### src/hw/rtl/dtdiff_pkg.sv
// Shared types, constants and the month length table for the date difference block.
`timescale 1ns / 1ps
`default_nettype none

package dtdiff_pkg;

  localparam int DATE_W    = 27;
  localparam int YEAR_W    = 14;
  localparam int MD_W      = 7;
  localparam int DOY_W     = 13;
  localparam int ELAP_W    = 22;
  localparam int THR_W     = 16;
  localparam int CFG_IDX_W = 2;
  localparam int DIFF_W    = 24;
  localparam int PROD_W    = 2 * DATE_W;
  localparam int QMUL_W    = 2 * YEAR_W;

  localparam logic [DATE_W-1:0] DATE_MOD = 27'd100000000;

  // Reciprocal constants: for x below 10^8, x / 10000 = (x * RECIP_10K) >> 40, and
  // for x below 10^4, x / 100 = (x * RECIP_100) >> 20, both exactly.
  localparam logic [DATE_W-1:0] TEN_K        = 27'd10000;
  localparam logic [DATE_W-1:0] RECIP_10K    = 27'd109951163;
  localparam int                RECIP_10K_SH = 40;
  localparam logic [YEAR_W-1:0] HUNDRED      = 14'd100;
  localparam logic [YEAR_W-1:0] RECIP_100    = 14'd10486;
  localparam int                RECIP_100_SH = 20;

  localparam logic [CFG_IDX_W-1:0] CFG_START_DATE  = 2'd0;
  localparam logic [CFG_IDX_W-1:0] CFG_OVERDUE_THR = 2'd1;

  localparam logic [DATE_W-1:0] START_RESET = '0;
  localparam logic [THR_W-1:0]  THR_RESET   = 16'd7;

  localparam logic [ELAP_W-1:0] COMMON_YEAR_DAYS = 22'd365;

  typedef struct packed {
    logic load_cur;
    logic load_start;
    logic calc_year;
    logic calc_rem;
    logic calc_mon;
    logic calc_day;
    logic mon_init;
    logic mon_step;
    logic save_cur;
    logic fin_mul;
    logic fin_sum;
  } dp_cmd_t;

  typedef struct packed {
    logic mon_last;
  } dp_sts_t;

  // Length of month m; anything outside the calendar counts 30 days.
  function automatic logic [4:0] month_len(input logic [MD_W-1:0] m, input logic leap);
    logic [4:0] len;
    case (m)
      7'd1, 7'd3, 7'd5, 7'd7, 7'd8, 7'd10, 7'd12: len = 5'd31;
      7'd2:    len = leap ? 5'd29 : 5'd28;
      default: len = 5'd30;
    endcase
    return len;
  endfunction

endpackage

`default_nettype wire

### src/hw/rtl/dtdiff_div.sv
// Date split by constant divisors using reciprocal multiplication, one step per cycle.
`timescale 1ns / 1ps
`default_nettype none

module dtdiff_div
  import dtdiff_pkg::*;
(
  input  wire logic              clk,
  input  wire logic              calc_year,
  input  wire logic              calc_rem,
  input  wire logic              calc_mon,
  input  wire logic              calc_day,
  input  wire logic [DATE_W-1:0] date,
  output logic [YEAR_W-1:0]      year,
  output logic [MD_W-1:0]        mon,
  output logic [MD_W-1:0]        day,
  output logic [MD_W-1:0]        q100,
  output logic                   z100
);

  logic [YEAR_W-1:0] year_r;
  logic [YEAR_W-1:0] rem10k_r;
  logic [MD_W-1:0]   mon_r;
  logic [MD_W-1:0]   day_r;
  logic [MD_W-1:0]   q100_r;
  logic              z100_r;

  logic [PROD_W-1:0] year_prod;
  logic [DATE_W-1:0] year_scaled;
  logic [DATE_W-1:0] rem10k_full;
  logic [QMUL_W-1:0] q100_prod;
  logic [QMUL_W-1:0] mon_prod;
  logic [YEAR_W-1:0] cent_scaled;
  logic [YEAR_W-1:0] mon_scaled;
  logic [YEAR_W-1:0] day_full;

  assign year_prod   = PROD_W'(date) * PROD_W'(RECIP_10K);
  assign year_scaled = DATE_W'(year_r) * TEN_K;
  assign rem10k_full = date - year_scaled;
  assign q100_prod   = QMUL_W'(year_r) * QMUL_W'(RECIP_100);
  assign mon_prod    = QMUL_W'(rem10k_r) * QMUL_W'(RECIP_100);
  assign cent_scaled = YEAR_W'(q100_r) * HUNDRED;
  assign mon_scaled  = YEAR_W'(mon_r) * HUNDRED;
  assign day_full    = rem10k_r - mon_scaled;

  // Year first, then the low four digits and the century count, then the month and
  // the century remainder test, then the day.
  always_ff @(posedge clk) begin
    if (calc_year) begin
      year_r <= year_prod[RECIP_10K_SH +: YEAR_W];
    end
    if (calc_rem) begin
      rem10k_r <= rem10k_full[YEAR_W-1:0];
      q100_r   <= q100_prod[RECIP_100_SH +: MD_W];
    end
    if (calc_mon) begin
      mon_r  <= mon_prod[RECIP_100_SH +: MD_W];
      z100_r <= (year_r == cent_scaled);
    end
    if (calc_day) begin
      day_r <= day_full[MD_W-1:0];
    end
  end

  assign year = year_r;
  assign mon  = mon_r;
  assign day  = day_r;
  assign q100 = q100_r;
  assign z100 = z100_r;

endmodule

`default_nettype wire

### src/hw/rtl/dtdiff_dp.sv
// Datapath: configuration registers, date split, day-of-year walk and final difference.
`timescale 1ns / 1ps
`default_nettype none

module dtdiff_dp
  import dtdiff_pkg::*;
(
  input  wire logic                 clk,
  input  wire logic                 rst_n,
  input  wire dp_cmd_t              cmd,
  output dp_sts_t                   sts,
  input  wire logic [DATE_W-1:0]    in_current_date,
  input  wire logic                 cfg_we,
  input  wire logic [CFG_IDX_W-1:0] cfg_index,
  input  wire logic [DATE_W-1:0]    cfg_data,
  output logic                      out_valid,
  output logic [ELAP_W-1:0]         out_elapsed_days,
  output logic                      out_overdue,
  output logic                      out_order_error
);

  logic [DATE_W-1:0] start_date_r;
  logic [THR_W-1:0]  thr_r;

  logic [DATE_W-1:0] work_r;
  logic [MD_W-1:0]   mcnt_r;
  logic [DOY_W-1:0]  acc_r;
  logic [DOY_W-1:0]  pa_r;
  logic [YEAR_W-1:0] ya_r;
  logic [ELAP_W-1:0] prod_r;
  logic [DOY_W:0]    pdiff_r;
  logic              erry_r;

  logic              valid_r;
  logic [ELAP_W-1:0] elapsed_r;
  logic              overdue_r;
  logic              err_r;

  logic [YEAR_W-1:0] year;
  logic [MD_W-1:0]   mon;
  logic [MD_W-1:0]   day;
  logic [MD_W-1:0]   q100;
  logic              z100;
  logic              z400;

  logic [DATE_W-1:0] load_src;
  logic [DATE_W-1:0] load_red;
  logic              leap;
  logic [DOY_W-1:0]  leaps_below;
  logic [YEAR_W-1:0] ydiff;
  logic [DIFF_W-1:0] diff_sum;
  logic              err_all;
  logic [ELAP_W-1:0] elapsed_val;

  // Only the low eight decimal digits count; a 27-bit value is below twice the modulus.
  assign load_src = cmd.load_start ? start_date_r : in_current_date;
  assign load_red = (load_src >= DATE_MOD) ? (load_src - DATE_MOD) : load_src;

  dtdiff_div u_div (
    .clk       (clk),
    .calc_year (cmd.calc_year),
    .calc_rem  (cmd.calc_rem),
    .calc_mon  (cmd.calc_mon),
    .calc_day  (cmd.calc_day),
    .date      (work_r),
    .year      (year),
    .mon       (mon),
    .day       (day),
    .q100      (q100),
    .z100      (z100)
  );

  // A year divides by 400 when it divides by 100 and its century count by 4.
  assign z400 = z100 & (q100[1:0] == 2'b00);
  assign leap = z400 | ((year[1:0] == 2'b00) & ~z100);

  // ceil(y/4) - ceil(y/100) + ceil(y/400): leap years below y.
  assign leaps_below = DOY_W'(year[YEAR_W-1:2])
                     + {{(DOY_W-1){1'b0}}, (year[1:0] != 2'b00)}
                     - DOY_W'(q100) - {{(DOY_W-1){1'b0}}, ~z100}
                     + DOY_W'(q100[MD_W-1:2]) + {{(DOY_W-1){1'b0}}, ~z400};

  assign ydiff    = ya_r - year;
  assign diff_sum = DIFF_W'(prod_r) + {{(DIFF_W-DOY_W-1){pdiff_r[DOY_W]}}, pdiff_r};
  assign err_all  = erry_r | diff_sum[DIFF_W-1];
  assign elapsed_val = err_all ? '0 : diff_sum[ELAP_W-1:0];

  assign sts.mon_last = (mcnt_r >= mon);

  always_ff @(posedge clk) begin
    if (!rst_n) begin
      start_date_r <= START_RESET;
      thr_r        <= THR_RESET;
      valid_r      <= 1'b0;
    end else begin
      if (cfg_we && (cfg_index == CFG_START_DATE)) begin
        start_date_r <= cfg_data;
      end
      if (cfg_we && (cfg_index == CFG_OVERDUE_THR)) begin
        thr_r <= cfg_data[THR_W-1:0];
      end
      valid_r <= cmd.fin_sum;
    end

    if (cmd.load_cur || cmd.load_start) begin
      work_r <= load_red;
    end
    if (cmd.mon_init) begin
      acc_r  <= leaps_below + DOY_W'(day);
      mcnt_r <= MD_W'(1);
    end else if (cmd.mon_step) begin
      acc_r  <= acc_r + DOY_W'(month_len(mcnt_r, leap));
      mcnt_r <= mcnt_r + 1'b1;
    end
    if (cmd.save_cur) begin
      pa_r <= acc_r;
      ya_r <= year;
    end
    if (cmd.fin_mul) begin
      erry_r  <= (ya_r < year);
      prod_r  <= ELAP_W'(ydiff) * COMMON_YEAR_DAYS;
      pdiff_r <= {1'b0, pa_r} - {1'b0, acc_r};
    end
    if (cmd.fin_sum) begin
      elapsed_r <= elapsed_val;
      overdue_r <= (elapsed_val >= ELAP_W'(thr_r));
      err_r     <= err_all;
    end
  end

  assign out_valid        = valid_r;
  assign out_elapsed_days = elapsed_r;
  assign out_overdue      = overdue_r;
  assign out_order_error  = err_r;

endmodule

`default_nettype wire

### src/hw/rtl/dtdiff_ctrl.sv
// Controller state machine that sequences date splits, month walks and the final sum.
`timescale 1ns / 1ps
`default_nettype none

module dtdiff_ctrl
  import dtdiff_pkg::*;
(
  input  wire logic    clk,
  input  wire logic    rst_n,
  input  wire logic    start,
  input  wire dp_sts_t sts,
  output dp_cmd_t      cmd,
  output logic         busy
);

  typedef enum logic [3:0] {
    S_IDLE,
    S_YEAR,
    S_REM,
    S_MON,
    S_DAY,
    S_MINIT,
    S_MSTEP,
    S_FIN_MUL,
    S_FIN_SUM
  } state_t;

  state_t state_r, state_nxt;
  logic   side_r, side_nxt;
  logic   busy_r;

  always_comb begin
    state_nxt = state_r;
    side_nxt  = side_r;
    cmd       = '0;
    case (state_r)
      S_IDLE: begin
        if (start) begin
          cmd.load_cur = 1'b1;
          side_nxt     = 1'b0;
          state_nxt    = S_YEAR;
        end
      end
      S_YEAR: begin
        cmd.calc_year = 1'b1;
        state_nxt     = S_REM;
      end
      S_REM: begin
        cmd.calc_rem = 1'b1;
        state_nxt    = S_MON;
      end
      S_MON: begin
        cmd.calc_mon = 1'b1;
        state_nxt    = S_DAY;
      end
      S_DAY: begin
        cmd.calc_day = 1'b1;
        state_nxt    = S_MINIT;
      end
      S_MINIT: begin
        cmd.mon_init = 1'b1;
        state_nxt    = S_MSTEP;
      end
      S_MSTEP: begin
        if (!sts.mon_last) begin
          cmd.mon_step = 1'b1;
        end else if (!side_r) begin
          cmd.save_cur   = 1'b1;
          cmd.load_start = 1'b1;
          side_nxt       = 1'b1;
          state_nxt      = S_YEAR;
        end else begin
          state_nxt = S_FIN_MUL;
        end
      end
      S_FIN_MUL: begin
        cmd.fin_mul = 1'b1;
        state_nxt   = S_FIN_SUM;
      end
      S_FIN_SUM: begin
        cmd.fin_sum = 1'b1;
        state_nxt   = S_IDLE;
      end
      default: begin
        state_nxt = S_IDLE;
      end
    endcase
  end

  always_ff @(posedge clk) begin
    if (!rst_n) begin
      state_r <= S_IDLE;
      side_r  <= 1'b0;
      busy_r  <= 1'b0;
    end else begin
      state_r <= state_nxt;
      side_r  <= side_nxt;
      busy_r  <= (state_nxt != S_IDLE);
    end
  end

  assign busy = busy_r;

endmodule

`default_nettype wire

### src/hw/rtl/date_difference_in_days_top.sv
// Top level of the date difference block: controller, datapath and configuration port.
// Each item splits and walks the current date, then the start date, then runs the
// final multiply and sum; ka and kb are the months walked for the current and start
// dates (month - 1, or 0). Each date takes four split steps, one seed step and one walk
// step per month plus one. A new start can first be taken in the strobe cycle; the
// receiver cannot stall. Synchronous reset idles, sets start 0, threshold 7.
`timescale 1ns / 1ps
`default_nettype none

module date_difference_in_days_top
  import dtdiff_pkg::*;
(
  input  wire logic                 clk,
  input  wire logic                 rst_n,

  // Command channel: an item transfers at an edge with start high and busy low.
  input  wire logic                 start,
  output logic                      busy,
  input  wire logic [DATE_W-1:0]    in_current_date,

  // Result channel: one strobe cycle per item.
  output logic                      out_valid,
  output logic [ELAP_W-1:0]         out_elapsed_days,
  output logic                      out_overdue,
  output logic                      out_order_error,

  // Configuration write channel.
  input  wire logic                 cfg_valid,
  output logic                      cfg_ready,
  input  wire logic [CFG_IDX_W-1:0] cfg_index,
  input  wire logic [DATE_W-1:0]    cfg_data
);

  dp_cmd_t cmd;
  dp_sts_t sts;

  // Configuration writes are to be issued only while the block is idle; the block
  // itself does not enforce this, and the port can accept a transfer in every cycle.
  assign cfg_ready = 1'b1;

  // The controller steps through the split of each date into year, month and
  // day, the leap year counts, and the month walk, then the final sum.
  dtdiff_ctrl u_ctrl (
    .clk   (clk),
    .rst_n (rst_n),
    .start (start),
    .sts   (sts),
    .cmd   (cmd),
    .busy  (busy)
  );

  // The datapath holds the configuration registers, the date split unit and the
  // output registers; the result stays in its registers until the next item.
  dtdiff_dp u_dp (
    .clk              (clk),
    .rst_n            (rst_n),
    .cmd              (cmd),
    .sts              (sts),
    .in_current_date  (in_current_date),
    .cfg_we           (cfg_valid && cfg_ready),
    .cfg_index        (cfg_index),
    .cfg_data         (cfg_data),
    .out_valid        (out_valid),
    .out_elapsed_days (out_elapsed_days),
    .out_overdue      (out_overdue),
    .out_order_error  (out_order_error)
  );

endmodule

`default_nettype wire

### config.mk
export PLATFORM = sky130hd
export DESIGN_NAME = date_difference_in_days_top
export DESIGN_NICKNAME = d
export VERILOG_FILES = /design/src/hw/rtl/dtdiff_pkg.sv /design/src/hw/rtl/dtdiff_div.sv /design/src/hw/rtl/dtdiff_dp.sv /design/src/hw/rtl/dtdiff_ctrl.sv /design/src/hw/rtl/date_difference_in_days_top.sv
export SDC_FILE = /design/constraint.sdc
export NUM_CORES = 2
export LEC_CHECK = 0
export BUFFER_PORTS_ARGS = -buffer_cell sky130_fd_sc_hd__buf_4
export CORE_ASPECT_RATIO = 1.75
export CORE_MARGIN = 4
export CORE_UTILIZATION = 33
export CTS_BUF_LIST = sky130_fd_sc_hd__clkbuf_4 sky130_fd_sc_hd__clkbuf_8
export CTS_CLUSTER_DIAMETER = 80
export DETAILED_ROUTE_END_ITERATION = 10
export HOLD_SLACK_MARGIN = 0.12
export PLACE_DENSITY_LB_ADDON = 0.12
export RECOVER_POWER = 50
export REMOVE_ABC_BUFFERS = 1
export SYNTH_ARGS = -nofsm -noshare
export SYNTH_HDL_FRONTEND = slang
export SYNTH_SLANG_ARGS = --single-unit
### constraint.sdc
create_clock -name clk -period 7.5 [get_ports clk]
set_input_delay 0.375 -clock clk [delete_from_list [all_inputs] [get_ports clk]]
set_output_delay 0.375 -clock clk [all_outputs]
set_load 0.01 [all_outputs]
== Yosys cells after proc, flatten, opt, wreduce, memory -nomap -nowiden ==
Index checks and enable logic that the tools add are counted.

* Flip-flop bits (word level): 235
* Input port bits: 60
* Output and inout port bits: 27
* Word-level logic and storage cells: 117

* $add $sub $neg: 14
* $mul: 7
* Magnitude comparators: 4
* Equality and inequality tests: 20
* Muxes and demuxes: 30
* Bitwise operators: 6
* Reduce and logical (&&, ||, !) cells: 13

{| class="wikitable"
|+ Operator list
! cell !! count
|-
| $mul A27 B27 Y54 const B || 1
|-
| $mux W27 || 2
|-
| $mul A14 B13 Y26 const B || 2
|-
| $pmux W4 S8 || 1
|-
| $sub A14 B14 Y14 || 2
|-
| $ge A27 B27 Y1 const B || 1
|-
| $sub A27 B27 Y27 const B || 1
|-
| $add A13 B5 Y13 || 2
|-
| $mux W13 || 2
|-
| $add A23 B14 Y24 || 1
|-
| $ge A22 B16 Y1 || 1
|-
| $mul A14 B9 Y22 const B || 1
|-
| $mux W22 || 1
|-
| $eq A7 B4 Y1 const B || 3
|-
| $eq A4 B3 Y1 const B || 4
|-
| $mux W1 || 16
|-
| $eq A14 B14 Y1 || 1
|-
| $eq A7 B2 Y1 const B || 2
|-
| $eq A7 B3 Y1 const B || 2
|-
| $lt A14 B14 Y1 || 1
|-
| $mul A14 B10 Y10 const B || 1
|-
| $sub A13 B13 Y14 || 1
|-
| $add A12 B1 Y13 || 1
|-
| $add A13 B1 Y13 || 1
|-
| other kinds (32) || 43
|}

== Depth between registers and ports, before layout ==
* Depth in word-level cells: 10
* Mapped depth: 30

== Modules after synthesis ==
A second synthesis with hierarchy kept.

* Cell total of the unflattened synthesis: 3514
* Area total of the unflattened synthesis: 35788.1 sq um

{| class="wikitable"
|+ By module, submodules not included
! module !! times used !! cells each !! area an instance (sq um)
|-
| dtdiff_div || 1 || 2141 || 22140.0
|-
| dtdiff_dp || 1 || 1321 || 13259.0
|-
| dtdiff_ctrl || 1 || 50 || 377.9
|-
| date_difference_in_days_top || 1 || 2 || 11.3
|}

== Worst setup path after synthesis ==
Ideal clock, no wire load.

* Kind: register to register
* Start point: register u_dp.work_r[16]
* End point: register u_dp.u_div.year_r[8], in the netlist u_dp.u_div.year[8] (data pin)
* Arrival time: 6.169 ns
* Required time: 7.236 ns
* Slack: 1.068 ns
* Cell stages (with the launch flop): 21
* Path buffers: 0
* Path through: edfxtp_1 > ha_1 > inv_1 > fa_1 > inv_1 > fa_1 > fa_1 > fa_1 > fa_1 > inv_1 > fa_1 > inv_1 > ha_1 > a2111oi_0 > a21oi_1 > nor3_1 > a211oi_1 > o41ai_1 > o22ai_1 > a221oi_1 > xnor2_1

* Longest elaborated chain between the ends: 1

{| class="wikitable"
|+ Ends and longest elaborated chain
! element !! line !! source
|-
| start, declared || dtdiff_dp.sv:25 || <nowiki>logic [DATE_W-1:0] work_r;</nowiki>
|-
| start signal, assigned || dtdiff_dp.sv:106 || <nowiki>work_r <= load_red;</nowiki>
|-
| $mul A27 B27 Y54 || dtdiff_div.sv:37 || <nowiki>assign year_prod = PROD_W'(date) * PROD_W'(RECIP_10K);</nowiki>
|-
| named net u_dp.u_div.year_prod[48] || dtdiff_div.sv:28 || <nowiki>logic [PROD_W-1:0] year_prod;</nowiki>
|-
| end signal, assigned || dtdiff_div.sv:50 || <nowiki>year_r <= year_prod[RECIP_10K_SH +: YEAR_W];</nowiki>
|-
| end, declared || dtdiff_div.sv:21 || <nowiki>logic [YEAR_W-1:0] year_r;</nowiki>
|}

The timed path passes the listed nets, and every way through them passes these cells.
A chain may end at the register's enable or synchronous reset.

== Worst setup path after layout ==
* Start point: register u_dp.work_r[17]
* End point: register u_dp.u_div.year_r[13], in the netlist u_dp.u_div.year[13] (data pin)

The elaborated chain is that of the path after synthesis.

==> flow_metrics.env <==
export IMPL_firstDrtPassIters=5
export IMPL_die_y_um=443
export IMPL_clock_skew_ps=44.1
export IMPL_coreArea_mm2=0.107
export IMPL_finalCritPeriodShare=0.963
export IMPL_routed_wl_mm=108
export IMPL_reg2reg_depth=21
export IMPL_syn_area_per_cell_um2=10.2
export IMPL_cpPeakStageDelay_ps=720
export IMPL_slowest_stage="ha_1"
export IMPL_die_w_um=257
export IMPL_h_tree_depth=2
export IMPL_final_util=0.369
export IMPL_max_freq_mhz=138
export IMPL_crit_family="adder cells"
export IMPL_viasPerCell=4.75
export IMPL_syn2layout_area_growth_pct=10.9
export IMPL_first_iter_violations=849
export IMPL_synth_top_cell_area_share=0.287
export IMPL_hold_depth=2
export IMPL_track_usage=0.190
export IMPL_cts_root_buffer="clkbuf_8"
export IMPL_crit_arrival_ps=7600
export IMPL_yosysUniqueCellTypes=84
export IMPL_layout_common_cells="941 x inv_1, 664 x ha_1, 513 x fa_1"
export IMPL_worst_setup_path_start_kind="flip-flop"
export IMPL_initial_core_util=0.333
export IMPL_cap_violations=3
export IMPL_grt_pass1_vias=27100
export IMPL_yosysWarningCount=0
export IMPL_grt_pass1_wl_mm=163
export IMPL_grt_max_degree=50
export IMPL_final_common_cell="inv_1"
export IMPL_synthTopCellsByArea="fa_1 29%, ha_1 23%, edfxtp_1 15%"
export IMPL_period_minus_slack_ps=7220
export IMPL_synth_cells=3514
export IMPL_rsz0062_at_grt="no"
export IMPL_drive_above_1_share=0.0566
export IMPL_max_clock_path_buffers=3
export IMPL_slew_viol_final=87
export IMPL_antenna_found_initial=2
export IMPL_cts_buffers=45
export IMPL_cts_setup_buffers=0
export IMPL_num_rows=159
export IMPL_antenna_left=0
export IMPL_tightest_slew_ps=3160
export IMPL_nets=4948
export IMPL_via_count=24300
export IMPL_cp_num_buf_inv=4
export IMPL_synth_flop_cell="edfxtp_1"
export IMPL_setup_tns_ps=0
export IMPL_cts_sinks=235
export IMPL_synth_edf_count=178
export IMPL_synth_seq_cells=235
export IMPL_clk_latency_ps=670
export IMPL_hp_class="in -> reg"
export IMPL_hpwl_mm=95.7
export IMPL_critPathRequiredTime_ps=7880
export IMPL_wl_per_cell_um=21.0
export IMPL_status="finished, violations left"
export IMPL_crit_top_cell="fa_1"
export IMPL_place_gp_congestion=0.930
export IMPL_async_reset_ff_frac=0
export IMPL_globalRouteOverflowTotal=0
export IMPL_syn_cell_area_mm2=0.0358
export IMPL_setup_worst_path_class="reg -> reg"
export IMPL_finalHoldViolCount=0
export IMPL_portBuffers=85
export IMPL_slew_limit_headroom=-1.11
export IMPL_crit_fanout=5
export IMPL_cp_depth=21
export IMPL_dieArea_mm2=0.114
export IMPL_synth_top_cell_by_area="fa_1"
export IMPL_drc_errors=0
export IMPL_setup_viol=0
export IMPL_tritoncts="built"
export IMPL_endpoint_kind="flip-flop"
export IMPL_clk_pin_slew_ps=60
export IMPL_ys_seq_area_frac=0.181
export IMPL_crit_chain="ha_1 -> inv_1 -> fa_1 -> inv_1 -> fa_1 -> fa_1 -> fa_1 -> fa_1 -> inv_1 -> fa_1 -> inv_1 -> ha_1 -> a21o_1 -> a21o_1 -> a21oi_1 -> o221ai_1 -> a2111oi_0 -> a21oi_1 -> a211o_1 -> a21oi_1 -> xnor2_1"
export IMPL_violations="max-capacitance violations, max-slew violations"
export IMPL_io_pins=87
final cells by class:
type	instances	area [µm²]
Timing Repair Buffer	180	1260
Tap cell	1368	1710
Sequential cell	235	6490
Antenna cell	2	5.00
Inverter	942	3540
Fill cell	11000	67800
Clock buffer	66	827
Clock inverter	18	195
Multi-Input combinational cell	2307	25600
cell usage after synthesis, drive strengths merged, types with 8 or more instances:
cell and n:
inv 942, ha 664, fa 513, nand2 192, edfxtp 178, a21oi 127
nor2 127, xnor2 116, xor2 61, a21o 59, dfxtp 57, o21ai 49
a21boi 43, nor3 42, nand3 34, nor2b 25, and3 23, clkbuf 21
nand4 20, o21a 20, mux2i 17, nand2b 17, a211oi 16, o21bai 15
nor4 12, buf 9, o41ai 8
per-layer routing:
layer,track usage,wire (µm)
met3,0.0130,1880
met5,0,0
met4,0.0899,6300
met1,0.182,35700
met2,0.401,63800
what timing repair did:
item / CTS / global route
hold buffers: 36 / 0
resized for setup: 0 / 0
endpoints found under the hold margin: 51 / 0
flip-flops by register name (all words and copies together) (netlist names), 4 cells and up:
register,flops
u_dp.start_date_r,27
u_dp.work_r,27
u_dp.out_elapsed_days,22
u_dp.prod_r,22
u_dp.thr_r,16
u_dp.pdiff_r,14
u_dp.u_div.rem10k_r,14
u_dp.u_div.year,14
u_dp.ya_r,14
u_dp.acc_r,13
u_dp.pa_r,13
u_dp.mcnt_r,7
u_dp.u_div.day,7
u_dp.u_div.mon,7
u_dp.u_div.q100,7
u_ctrl.state_r,4
kinds of logic after synthesis:
kind of cell / share of synthesized area
fa+ha+maj: 0.519
buf+inv: 0.103
simple gates: 0.0695
compound gates: 0.0769
flops: 0.181
xor+xnor: 0.0440
mux: 0.00612
other cells: 0.000105
per-stage QoR:
stage	std cells	setup slack, ps	area, µm²	hold slack [ps]
finish	5118	277	39600	200
global route	5117	13.2	39600	197
CTS	5116	179	39800	128
detailed placement	4996	235	38500	455
global placement	4996	268	38500	439
floorplan	3484	1070	35600	426
worst paths after layout:
| kind | slack, ps | from | end |
|---|---|---|---|
| worst max-delay path | 280 | u_dp.work_r[17] | u_dp.u_div.year[13] |
| worst min-delay path | 200 | rst_n | u_dp.thr_r[1] |
| worst max register to register | 280 | u_dp.work_r[17] | u_dp.u_div.year[13] |
| worst min register to register | 460 | u_dp.thr_r[9] | u_dp.thr_r[9] |
Power is left out: the tool's default activity adds up to more than one toggle a clock period on the data nets, which glitch-free logic cannot reach.
